--- src/rtl/bpsr_pkg.sv ---
package bpsr_pkg;

  localparam int unsigned PATTERN_BYTES_DEF = 8;
  localparam int unsigned OFFSET_BITS_DEF   = 32;
  localparam int unsigned CFG_IDX_W         = 3;
  localparam int unsigned CFG_DATA_W        = 64;

  // configuration register indexes
  typedef enum logic [CFG_IDX_W-1:0] {
    REG_SEARCH_PATTERN  = 3'd0,
    REG_SEARCH_LENGTH   = 3'd1,
    REG_REPLACE_PATTERN = 3'd2,
    REG_REPLACE_LENGTH  = 3'd3,
    REG_MATCH_LIMIT     = 3'd4
  } cfg_reg_e;

  typedef struct packed {
    logic [63:0] search_pattern;
    logic [3:0]  search_length;
    logic [63:0] replace_pattern;
    logic [3:0]  replace_length;
    logic [15:0] match_limit;
  } cfg_t;

  typedef struct packed {
    logic [7:0] data_byte;
    logic       last_byte;
  } in_t;

  typedef struct packed {
    logic [7:0]  out_byte;
    logic        end_of_stream;
    logic [31:0] last_match_offset;
    logic [15:0] match_count;
  } out_t;

  // byte i of a 64-bit pattern, zero beyond the eighth
  function automatic logic [7:0] pat_byte(logic [63:0] pat, int unsigned i);
    logic [7:0] b;
    b = 8'h00;
    if (i < 8) begin
      b = pat[i*8 +: 8];
    end
    return b;
  endfunction

endpackage

--- src/rtl/bpsr_cfg.sv ---
module bpsr_cfg
  import bpsr_pkg::*;
(
  input  logic                  clk_i,
  input  logic                  rst_ni,
  input  logic                  cfg_we_i,
  input  logic [CFG_IDX_W-1:0]  cfg_idx_i,
  input  logic [CFG_DATA_W-1:0] cfg_data_i,
  output cfg_t                  cfg_o
);

  cfg_t cfg_q, cfg_d;

  always_comb begin
    cfg_d = cfg_q;
    if (cfg_we_i) begin
      unique case (cfg_reg_e'(cfg_idx_i))
        REG_SEARCH_PATTERN:  cfg_d.search_pattern  = cfg_data_i;
        REG_SEARCH_LENGTH:   cfg_d.search_length   = cfg_data_i[3:0];
        REG_REPLACE_PATTERN: cfg_d.replace_pattern = cfg_data_i;
        REG_REPLACE_LENGTH:  cfg_d.replace_length  = cfg_data_i[3:0];
        REG_MATCH_LIMIT:     cfg_d.match_limit     = cfg_data_i[15:0];
        default: ;
      endcase
    end
  end

  always_ff @(posedge clk_i or negedge rst_ni) begin
    if (!rst_ni) begin
      cfg_q.search_pattern  <= '0;
      cfg_q.search_length   <= 4'd1;
      cfg_q.replace_pattern <= '0;
      cfg_q.replace_length  <= '0;
      cfg_q.match_limit     <= '0;
    end else begin
      cfg_q <= cfg_d;
    end
  end

  assign cfg_o = cfg_q;

endmodule

--- src/rtl/bpsr_step.sv ---
// One window position: test head, patch in place, pop head, shift.
module bpsr_step
  import bpsr_pkg::*;
#(
  parameter int unsigned PATTERN_BYTES = PATTERN_BYTES_DEF,
  parameter int unsigned OFFSET_BITS   = OFFSET_BITS_DEF,
  localparam int unsigned LW           = $clog2(PATTERN_BYTES + 1)
) (
  input  cfg_t                   cfg_i,
  input  logic [7:0]             win_i [PATTERN_BYTES],
  input  logic [LW-1:0]          fill_i,
  input  logic [15:0]            hits_i,
  input  logic [31:0]            latest_i,
  input  logic [OFFSET_BITS-1:0] head_i,
  output logic [7:0]             win_o [PATTERN_BYTES],
  output logic [LW-1:0]          fill_o,
  output logic [15:0]            hits_o,
  output logic [31:0]            latest_o,
  output logic [OFFSET_BITS-1:0] head_o,
  output logic [7:0]             byte_o
);

  localparam logic [7:0] PB = 8'(PATTERN_BYTES);

  logic [7:0]              s8, r8, sl8, rl8, fill8;
  logic                    allowed, same, hit;
  logic [7:0]              patched [PATTERN_BYTES];
  logic [OFFSET_BITS+31:0] head_ext;

  always_comb begin
    s8    = {4'b0, cfg_i.search_length};
    r8    = {4'b0, cfg_i.replace_length};
    fill8 = 8'(fill_i);
    // search length zero counts as one; both lengths clip at window size
    if (s8 == 8'd0)    sl8 = 8'd1;
    else if (s8 > PB)  sl8 = PB;
    else               sl8 = s8;
    rl8 = (r8 > PB) ? PB : r8;

    allowed = (cfg_i.match_limit == 16'd0) || (hits_i < cfg_i.match_limit);
    same = 1'b1;
    for (int unsigned i = 0; i < PATTERN_BYTES; i++) begin
      if ((8'(i) < sl8) && (win_i[i] != pat_byte(cfg_i.search_pattern, i))) begin
        same = 1'b0;
      end
    end
    hit = allowed && (fill8 >= sl8) && same;

    for (int unsigned i = 0; i < PATTERN_BYTES; i++) begin
      patched[i] = win_i[i];
      if (hit && (8'(i) < rl8) && (8'(i) < fill8)) begin
        patched[i] = pat_byte(cfg_i.replace_pattern, i);
      end
    end

    for (int unsigned i = 0; i + 1 < PATTERN_BYTES; i++) begin
      win_o[i] = patched[i+1];
    end
    win_o[PATTERN_BYTES-1] = 8'h00;
  end

  assign head_ext = {32'b0, head_i};
  assign byte_o   = patched[0];
  assign hits_o   = (hit && (hits_i != 16'hFFFF)) ? hits_i + 16'd1 : hits_i;
  assign latest_o = hit ? head_ext[31:0] : latest_i;
  assign fill_o   = (fill_i != '0) ? fill_i - LW'(1) : fill_i;
  assign head_o   = head_i + OFFSET_BITS'(1);

endmodule

--- src/rtl/byte_pattern_search_replace.sv ---
// Streaming byte search and replace. Bytes enter on the in channel, one
// beat each, and pass through a window of PATTERN_BYTES bytes; once the
// window is full every new beat pushes the oldest byte out, after it has
// been tested as the start of a match against the first search_length
// pattern bytes and, on a hit, overwritten in place with replace_length
// replacement bytes (later positions see the patched data). One byte is taken
// per unstalled cycle and the first result appears after PATTERN_BYTES beats.
// The beat marked last_byte drains the window: it produces one result per
// byte still held (up to PATTERN_BYTES), issued one per unstalled cycle from
// the single compare/patch step, and the in channel stalls until the drain is
// done. Each result carries the running hit count and last hit offset; the
// end_of_stream beat holds the final values, after which the stream state
// clears for the next buffer. Configuration is to be written only while no
// buffer is in flight; a write takes effect from the next cycle.
module byte_pattern_search_replace
  import bpsr_pkg::*;
#(
  parameter int unsigned PATTERN_BYTES = PATTERN_BYTES_DEF,
  parameter int unsigned OFFSET_BITS   = OFFSET_BITS_DEF
) (
  input  logic                  clk_i,
  input  logic                  rst_ni,
  input  logic                  cfg_we_i,
  input  logic [CFG_IDX_W-1:0]  cfg_idx_i,
  input  logic [CFG_DATA_W-1:0] cfg_data_i,
  input  logic                  in_valid_i,
  output logic                  in_stall_o,
  input  in_t                   in_data_i,
  output logic                  out_valid_o,
  input  logic                  out_stall_i,
  output out_t                  out_data_o
);

  localparam int unsigned LW = $clog2(PATTERN_BYTES + 1);

  typedef enum logic [1:0] {
    ST_FILL  = 2'b01,
    ST_FLUSH = 2'b10
  } state_e;

  cfg_t cfg;

  state_e                 state_q, state_d;
  logic [7:0]             win_q [PATTERN_BYTES];
  logic [7:0]             win_d [PATTERN_BYTES];
  logic [LW-1:0]          fill_q, fill_d;
  logic [OFFSET_BITS-1:0] head_q, head_d;
  logic [15:0]            hits_q, hits_d;
  logic [31:0]            latest_q, latest_d;
  logic                   out_valid_q, out_valid_d;
  out_t                   out_q, out_d;

  // window with the incoming byte appended
  logic [7:0]             win_app [PATTERN_BYTES];
  logic [LW-1:0]          fill_app;

  // step unit operands and results
  logic [7:0]             st_win [PATTERN_BYTES];
  logic [LW-1:0]          st_fill;
  logic [7:0]             nx_win [PATTERN_BYTES];
  logic [LW-1:0]          nx_fill;
  logic [15:0]            nx_hits;
  logic [31:0]            nx_latest;
  logic [OFFSET_BITS-1:0] nx_head;
  logic [7:0]             nx_byte;

  logic out_free, accept, do_emit, is_final, flushing;

  bpsr_cfg u_cfg (
    .clk_i      (clk_i),
    .rst_ni     (rst_ni),
    .cfg_we_i   (cfg_we_i),
    .cfg_idx_i  (cfg_idx_i),
    .cfg_data_i (cfg_data_i),
    .cfg_o      (cfg)
  );

  // output register can take a beat this cycle
  assign out_free   = !out_valid_q || !out_stall_i;
  assign flushing   = (state_q == ST_FLUSH);
  assign in_stall_o = flushing || !out_free;
  assign accept     = in_valid_i && !in_stall_o;

  always_comb begin
    for (int unsigned i = 0; i < PATTERN_BYTES; i++) begin
      win_app[i] = (LW'(i) == fill_q) ? in_data_i.data_byte : win_q[i];
    end
  end
  assign fill_app = fill_q + LW'(1);

  // during the drain the step works on the stored window
  always_comb begin
    for (int unsigned i = 0; i < PATTERN_BYTES; i++) begin
      st_win[i] = flushing ? win_q[i] : win_app[i];
    end
  end
  assign st_fill = flushing ? fill_q : fill_app;

  bpsr_step #(
    .PATTERN_BYTES (PATTERN_BYTES),
    .OFFSET_BITS   (OFFSET_BITS)
  ) u_step (
    .cfg_i    (cfg),
    .win_i    (st_win),
    .fill_i   (st_fill),
    .hits_i   (hits_q),
    .latest_i (latest_q),
    .head_i   (head_q),
    .win_o    (nx_win),
    .fill_o   (nx_fill),
    .hits_o   (nx_hits),
    .latest_o (nx_latest),
    .head_o   (nx_head),
    .byte_o   (nx_byte)
  );

  // a byte leaves as the window fills, on the last beat, or per free drain cycle
  assign do_emit = flushing ? out_free
                 : (accept && (in_data_i.last_byte || (fill_app == LW'(PATTERN_BYTES))));
  // final byte: the one left alone in the window once the buffer has ended
  assign is_final = (flushing || in_data_i.last_byte) && (st_fill == LW'(1));

  always_comb begin
    state_d     = state_q;
    win_d       = win_q;
    fill_d      = fill_q;
    head_d      = head_q;
    hits_d      = hits_q;
    latest_d    = latest_q;
    out_valid_d = out_valid_q;
    out_d       = out_q;

    if (out_valid_q && !out_stall_i) begin
      out_valid_d = 1'b0;
    end

    if (do_emit) begin
      out_valid_d             = 1'b1;
      out_d.out_byte          = nx_byte;
      out_d.end_of_stream     = is_final;
      out_d.last_match_offset = nx_latest;
      out_d.match_count       = nx_hits;
      if (is_final) begin
        // buffer done: stream state back to reset
        state_d  = ST_FILL;
        for (int unsigned i = 0; i < PATTERN_BYTES; i++) begin
          win_d[i] = 8'h00;
        end
        fill_d   = '0;
        head_d   = '0;
        hits_d   = '0;
        latest_d = '0;
      end else begin
        if (!flushing && in_data_i.last_byte) begin
          state_d = ST_FLUSH;
        end
        win_d    = nx_win;
        fill_d   = nx_fill;
        head_d   = nx_head;
        hits_d   = nx_hits;
        latest_d = nx_latest;
      end
    end else if (accept) begin
      win_d  = win_app;
      fill_d = fill_app;
    end
  end

  always_ff @(posedge clk_i or negedge rst_ni) begin
    if (!rst_ni) begin
      state_q     <= ST_FILL;
      for (int unsigned i = 0; i < PATTERN_BYTES; i++) begin
        win_q[i] <= 8'h00;
      end
      fill_q      <= '0;
      head_q      <= '0;
      hits_q      <= '0;
      latest_q    <= '0;
      out_valid_q <= 1'b0;
    end else begin
      state_q     <= state_d;
      win_q       <= win_d;
      fill_q      <= fill_d;
      head_q      <= head_d;
      hits_q      <= hits_d;
      latest_q    <= latest_d;
      out_valid_q <= out_valid_d;
    end
  end

  // result payload, no reset
  always_ff @(posedge clk_i) begin
    out_q <= out_d;
  end

  assign out_valid_o = out_valid_q;
  assign out_data_o  = out_q;

endmodule

--- config.mk ---
export PLATFORM = sky130hd
export DESIGN_NAME = byte_pattern_search_replace
export DESIGN_NICKNAME = d
export VERILOG_FILES = /design/src/rtl/bpsr_pkg.sv /design/src/rtl/bpsr_cfg.sv /design/src/rtl/bpsr_step.sv /design/src/rtl/byte_pattern_search_replace.sv
export SDC_FILE = /design/constraint.sdc
export NUM_CORES = 1
export LEC_CHECK = 0
export BUFFER_PORTS_ARGS = -buffer_cell sky130_fd_sc_hd__buf_4
export CORE_MARGIN = 10
export CORE_UTILIZATION = 45
export DETAILED_ROUTE_END_ITERATION = 6
export PLACE_DENSITY = 0.67
export SKIP_LAST_GASP = 1
export SLEW_MARGIN = 10
export SYNTH_ARGS = -nofsm -noshare
export SYNTH_HDL_FRONTEND = slang
export SYNTH_HIERARCHICAL = 1
export SYNTH_SLANG_ARGS = --single-unit
--- constraint.sdc ---
create_clock -name clk_i -period 7.5 [get_ports clk_i]
set_input_delay 0.375 -clock clk_i [delete_from_list [all_inputs] [get_ports clk_i]]
set_output_delay 0.375 -clock clk_i [all_outputs]
set_load 0.005 [all_outputs]
==> out/qor.csv, run 1 <==
metric;value;unit
sequential share of power;0.328;
type of origin of the critical path;flip-flop;
vias in the first global route;13200;
1st-iter DRT viols;995;
initial antenna violation count;1;
RSZ-0062 raised after global routing;false;
Hold Crit Class;input port to flip-flop;
synthesized area per cell;12.2;sq um
r2r endpoint;latest_q[25];
flop-to-flop setup slack;2230;ps
biggest area consumer among synthesized cells;dfrtp_1;
clk sinks;360;
measured slew at the worst slew-check pin;1230;ps
period utilisation layout;0.702;
Period minus WS final;5270;ps
final estimated routing congestion in global placement;0.852;
layout net count;1803;
Max Cap Viol;0;
setup TNS;0;ps
Power Dens Cells;407;mW/mm^2
status;complete, no violations;
fin worst setup slack;2230;ps
Worst Min Path Start;cfg_data_i[23];
crit path DAT;5710;ps
Slowest-stage cell, CP;a21oi_4;
Remaining Overflow, GRT;0;
num ports;140;
design area;0.0221;sq mm
most frequent cells in the layout;dfrtp_1, buf_4, mux2_4;
CORE AREA;0.0430;sq mm
dpl hpwl;31900;microns
Worst-path clk slew;60;ps
antenna viol nets, final;0;
Worst path top cell family by delay;simple AND/OR/NAND/NOR gates;
# setup viols final;0;
Slew HR;0.178;
Fin Clk Skew;12.2;ps
die area;0.0520;sq mm
Synth cell types;68;
Hold Path End;u_cfg/cfg_o[43];
Seq cells post-synth;360;
worst path cell trace;ha_1, inv_1, nor3_2, mux2i_1, a21oi_1, xnor2_1, nand4_1, nor4_1, a41oi_1, a21oi_4, nand2_4, mux2_2, a22o_1;
Sw Ratio;0.371;
worst slack, placed;2350;ps
via count;12800;
Clk Latency, worst-skew pair;560;ps
CTS Buffer Depth;3;
Area Growth Syn to Fin;13.5;%
number of synthesized flops with an enable pin;57;
Max Freq;0.190;GHz
first-pass GRT wire length;76000;microns
WHS Path Cells;2;
placed cell count;2234;
most common cell after layout, fill and taps aside;dfrtp_1;
drt drc;0;
logic gate share of total power;0.433;
WL per Instance;20.4;microns
Die X;228;microns
Synth Flop Type;dfrtp_1;
max incr delay on CP;790;ps
synthesized cell area;0.0195;sq mm
CTS Buf Count;41;
Synth area leaders;dfrtp_1, mux2_4, edfxtp_1;
final hold vios;0;
Synth Warn #;6;
post-CTS resize count;0;
Crit. End Element;flip-flop;
post-synth top area share;0.387;
Max H-tree Level;2;
Post-Layout Cell Count;2312;
drt total wl;47300;microns
Switching Power;0.00335;W
Buf/Inv on CP;1;
Critical R2R Launch;fill_q[0];
first-pass iteration count of the detailed router;6;
Cells after Synth;1602;
clock share of power;0.239;
maximum vdd drop;351;uV
WP data required;7940;ps
CTS root buf;clkbuf_16;
register area share after synthesis;0.477;
final hold slack;55.0;ps
Initial Utilization;0.453;
Pint;0.00567;W
share of layout cells above drive strength 1;0.286;
Chip Height;228;microns
leakage;9.99;nW
CTS tree;built;
Cell Rows;76;
reg2reg path depth;13;
IO buf count;139;
asr flop ratio synth;0.842;
Cell Area, Placed;0.0207;sq mm
CP max FO;32;
vias per inst;5.55;
GRT Total Usage;0.179;
pin count of the biggest net entering global routing;156;
CP Class;flip-flop to flip-flop;
Slew Viols, Final;0;
==> worst max-delay path by stage <==
stage	start	to	cells past startpoint
2_1_floorplan	fill_q[1]	hits_q[1]	14
3_3_place_gp	fill_q[0]	latest_q[21]	13
3_5_place_dp	fill_q[0]	latest_q[6]	13
4_1_cts	fill_q[0]	latest_q[25]	13
5_1_grt	fill_q[0]	latest_q[6]	13
6_report	fill_q[0]	latest_q[25]	13
==> cells in the mapped netlist, types with 3 or more instances <==
cell type and number:
dfrtp_1 301, mux2_4 135, mux2_2 114, xnor2_1 103
nand2_1 97, nor2_1 87, a22o_1 81, a21oi_1 80
a21o_1 70, mux2i_1 64, o31ai_1 64, edfxtp_1 57
clkbuf_1 41, nand4_1 34, inv_1 31, ha_1 29
buf_6 22, nand3_1 22, and3_1 19, buf_4 18
buf_2 17, o21ai_0 12, nor3_1 10, xor2_1 9
buf_12 7, nor4_1 7, and2_1 6, buf_1 4
nand2b_1 4, nand3_4 4, a211oi_1 3, nor2b_1 3
==> sequential cells by signal, summed over array words and instances, names as in the netlist <==
name / count
fill_q: 4
head_q: 32
hits_q: 16
latest_q: 32
out_data_o: 57
out_valid_o: 1
state_q: 2
u_cfg/cfg_o: 152
win_q: 64
==> cell type report <==
| cell class | count | area (sq um) |
|---|---|---|
| fill | 3771 | 20900 |
| tap | 585 | 732 |
| multi-input combinational | 1107 | 9360 |
| antenna | 1 | 2.50 |
| sequential | 360 | 9300 |
| clock buffer | 56 | 1170 |
| clock inverter | 20 | 278 |
| inverter | 32 | 123 |
| timing repair buffer | 151 | 1160 |
==> routing by layer <==
layer  vias up  track usage  wire length, microns
met2       313        0.293                 22500
met3        65       0.0263                  1950
met4         0       0.0517                  1040
met1      6452        0.241                 21800
li1       6003            -                     -
met5         -            0                     0
==> repair_timing <==
item / in CTS / in global routing
hold buffers: 1 / 0
hold endpoints to repair: 96 / 0
setup buffers: 0 / 0
==> per-stage QoR <==
step / util / power [W]
floorplan: - / 0.00593
global placement: 0.481 / 0.00678
detailed placement: 0.481 / 0.00686
CTS: 0.515 / 0.00906
global route: 0.515 / 0.00959
finish: 0.515 / 0.00901
==> kinds of logic after synthesis <==
| group | Yosys count | synth area share |
|---|---|---|
| flops | 360 | 0.477 |
| compound gates | 333 | 0.123 |
| mux | 314 | 0.203 |
| simple gates | 311 | 0.0810 |
| buf+inv | 142 | 0.0463 |
| xor+xnor | 112 | 0.0503 |
| fa+ha+maj | 29 | 0.0186 |
| other cells | 1 | 0.000192 |
==> power by group through the flow <==
stage | clock [W] | sequential [W] | combinational [W]
2_1_floorplan | 0 | 0.00286 | 0.00307
3_3_place_gp | 0 | 0.00296 | 0.00382
3_5_place_dp | 0 | 0.00298 | 0.00389
4_1_cts | 0.00220 | 0.00295 | 0.00391
5_1_grt | 0.00227 | 0.00302 | 0.00431
6_report | 0.00216 | 0.00295 | 0.00390
Power figures use the tool's default switching activity.
==> run 2, diff against run 1 <==
- PLACE_DENSITY: 0.67 -> 0.7
- clock period: 7.5 -> 4.7 ns (I/O delays scaled with it)
==> out/qor.csv, run 2 (synthesis gave the netlist of run 1 again) <==
metric;value;unit
CTS Buffer Depth;3;
final hold vios;0;
drt total wl;48200;microns
worst path cell trace;nand2b_4, buf_12, nor2_1, a21oi_1, xnor2_1, nand4_1, nor4_1, a41oi_1, a21oi_4, buf_4, nand4_2, mux2_2, a21o_1;
WL per Instance;20.2;microns
dpl hpwl;31900;microns
status;complete, no violations;
sequential share of power;0.329;
CP max FO;68;
share of layout cells above drive strength 1;0.281;
Chip Height;228;microns
Die X;228;microns
Slowest-stage cell, CP;nand2b_4;
vias in the first global route;13600;
GRT Total Usage;0.183;
IO buf count;139;
Max Cap Viol;0;
vias per inst;5.55;
Area Growth Syn to Fin;17.1;%
Hold Crit Class;input port to flip-flop;
most common cell after layout, fill and taps aside;dfrtp_1;
clock share of power;0.223;
first-pass iteration count of the detailed router;6;
Clk Latency, worst-skew pair;570;ps
Worst-path clk slew;60;ps
period utilisation layout;0.931;
antenna viol nets, final;0;
CORE AREA;0.0430;sq mm
Switching Power;0.00546;W
Cell Rows;76;
# setup viols final;0;
most frequent cells in the layout;dfrtp_1, buf_4, mux2_4;
drt drc;0;
RSZ-0062 raised after global routing;false;
Power Dens Cells;628;mW/mm^2
1st-iter DRT viols;1008;
num ports;140;
layout net count;1884;
Slew Viols, Final;0;
CTS tree;built;
first-pass GRT wire length;77900;microns
Fin Clk Skew;32.4;ps
Max Freq;0.229;GHz
Max H-tree Level;2;
type of origin of the critical path;flip-flop;
Pint;0.00887;W
Period minus WS final;4380;ps
logic gate share of total power;0.448;
WP data required;5140;ps
final estimated routing congestion in global placement;0.864;
filler instances;3599;
max incr delay on CP;580;ps
Worst path top cell family by delay;simple AND/OR/NAND/NOR gates;
CTS root buf;clkbuf_16;
Crit. End Element;flip-flop;
initial antenna violation count;1;
max FFs per register;152;
maximum vdd drop;508;uV
clk sinks;360;
total power;0.0143;W
setup TNS;0;ps
measured slew at the worst slew-check pin;926;ps
pin count of the biggest net entering global routing;163;
Remaining Overflow, GRT;0;
Initial Utilization;0.453;
crit path DAT;4810;ps
die area;0.0520;sq mm
CP Class;flip-flop to flip-flop;
Slew HR;0.383;
Sw Ratio;0.381;
leakage;10.3;nW
CTS Buf Count;41;
Buf/Inv on CP;2;
via count;13300;
-- run 2: cell count changes in the layout (fill, tap and decap cells not counted), sizes merged --
cell,change
clkinvlp,+1
dlygate4sd3,+65
clkbuf,-2
inv,+3
buf,+16
clkinv,-1
bufinv,-3
-- run 2: through the flow --
step	util	instances	hold WS (ps)	worst slack, ps	instance area (sq um)
floorplan	-	1609	-60.6	1180	19500
global placement	0.483	2244	223	409	20800
detailed placement	0.483	2244	216	179	20800
CTS	0.529	2384	81.1	173	22800
global route	0.531	2391	97.4	58.3	22800
finish	0.531	2391	114	325	22800
-- run 2: what timing repair did --
item                                    CTS  global route
hold buffers                             66             0
buffers inserted                          0             6
endpoints found under the setup margin    0           145
gates resized for setup                   0             2
endpoints found under the hold margin   213             0
-- run 2: cell type report --
type / instances / area (sq um) / area share
clock inverters: 20 / 221 / 0.00971
flip-flops and latches: 360 / 9300 / 0.407
well taps: 585 / 732 / 0.0321
multi-input cells: 1107 / 9370 / 0.411
repair buffers: 232 / 1980 / 0.0866
clock buffers: 54 / 1090 / 0.0480
diodes: 1 / 2.50 / 0.000110
inverters: 32 / 123 / 0.00537
-- run 2: worst paths after layout --
| path | start | to | slack, ps | cells after the start |
|---|---|---|---|---|
| max | state_q[0] | win_q[10] | 320 | 13 |
| min | in_valid_i | out_valid_o | 110 | 3 |
| max reg2reg | state_q[0] | win_q[10] | 320 | 13 |
| min reg2reg | latest_q[27] | latest_q[27] | 500 | 1 |
| max in group asynchronous | rst_ni | u_cfg/cfg_o[58] | 3210 | 3 |
| min in group asynchronous | rst_ni | latest_q[17] | 200 | 2 |
-- run 2: layer usage --
metal,GRT usage,part of all wire,up-vias
met5,0,0,-
met4,0.0594,0.026,0
met3,0.0309,0.045,80
met2,0.297,0.48,327
met1,0.243,0.45,6691
li1,-,-,6161
-- run 2: worst register-to-register path: stages (launching register included) --
cell and delay [ps]:
dfstp_2 550, nand2b_4 580, buf_12 360, nor2_1 80, a21oi_1 260, xnor2_1 160
nand4_1 150, nor4_1 420, a41oi_1 330, a21oi_4 210, buf_4 260, nand4_2 330
mux2_2 410, a21o_1 160
-- run 2: power by group through the flow --
stage               clock network, W  registers [W]  logic, W
finish                       0.00320        0.00472   0.00642
global route                 0.00339        0.00482   0.00704
CTS                          0.00327        0.00471   0.00641
detailed placement                 0        0.00475   0.00632
global placement                   0        0.00472   0.00618
floorplan                          0        0.00456   0.00490
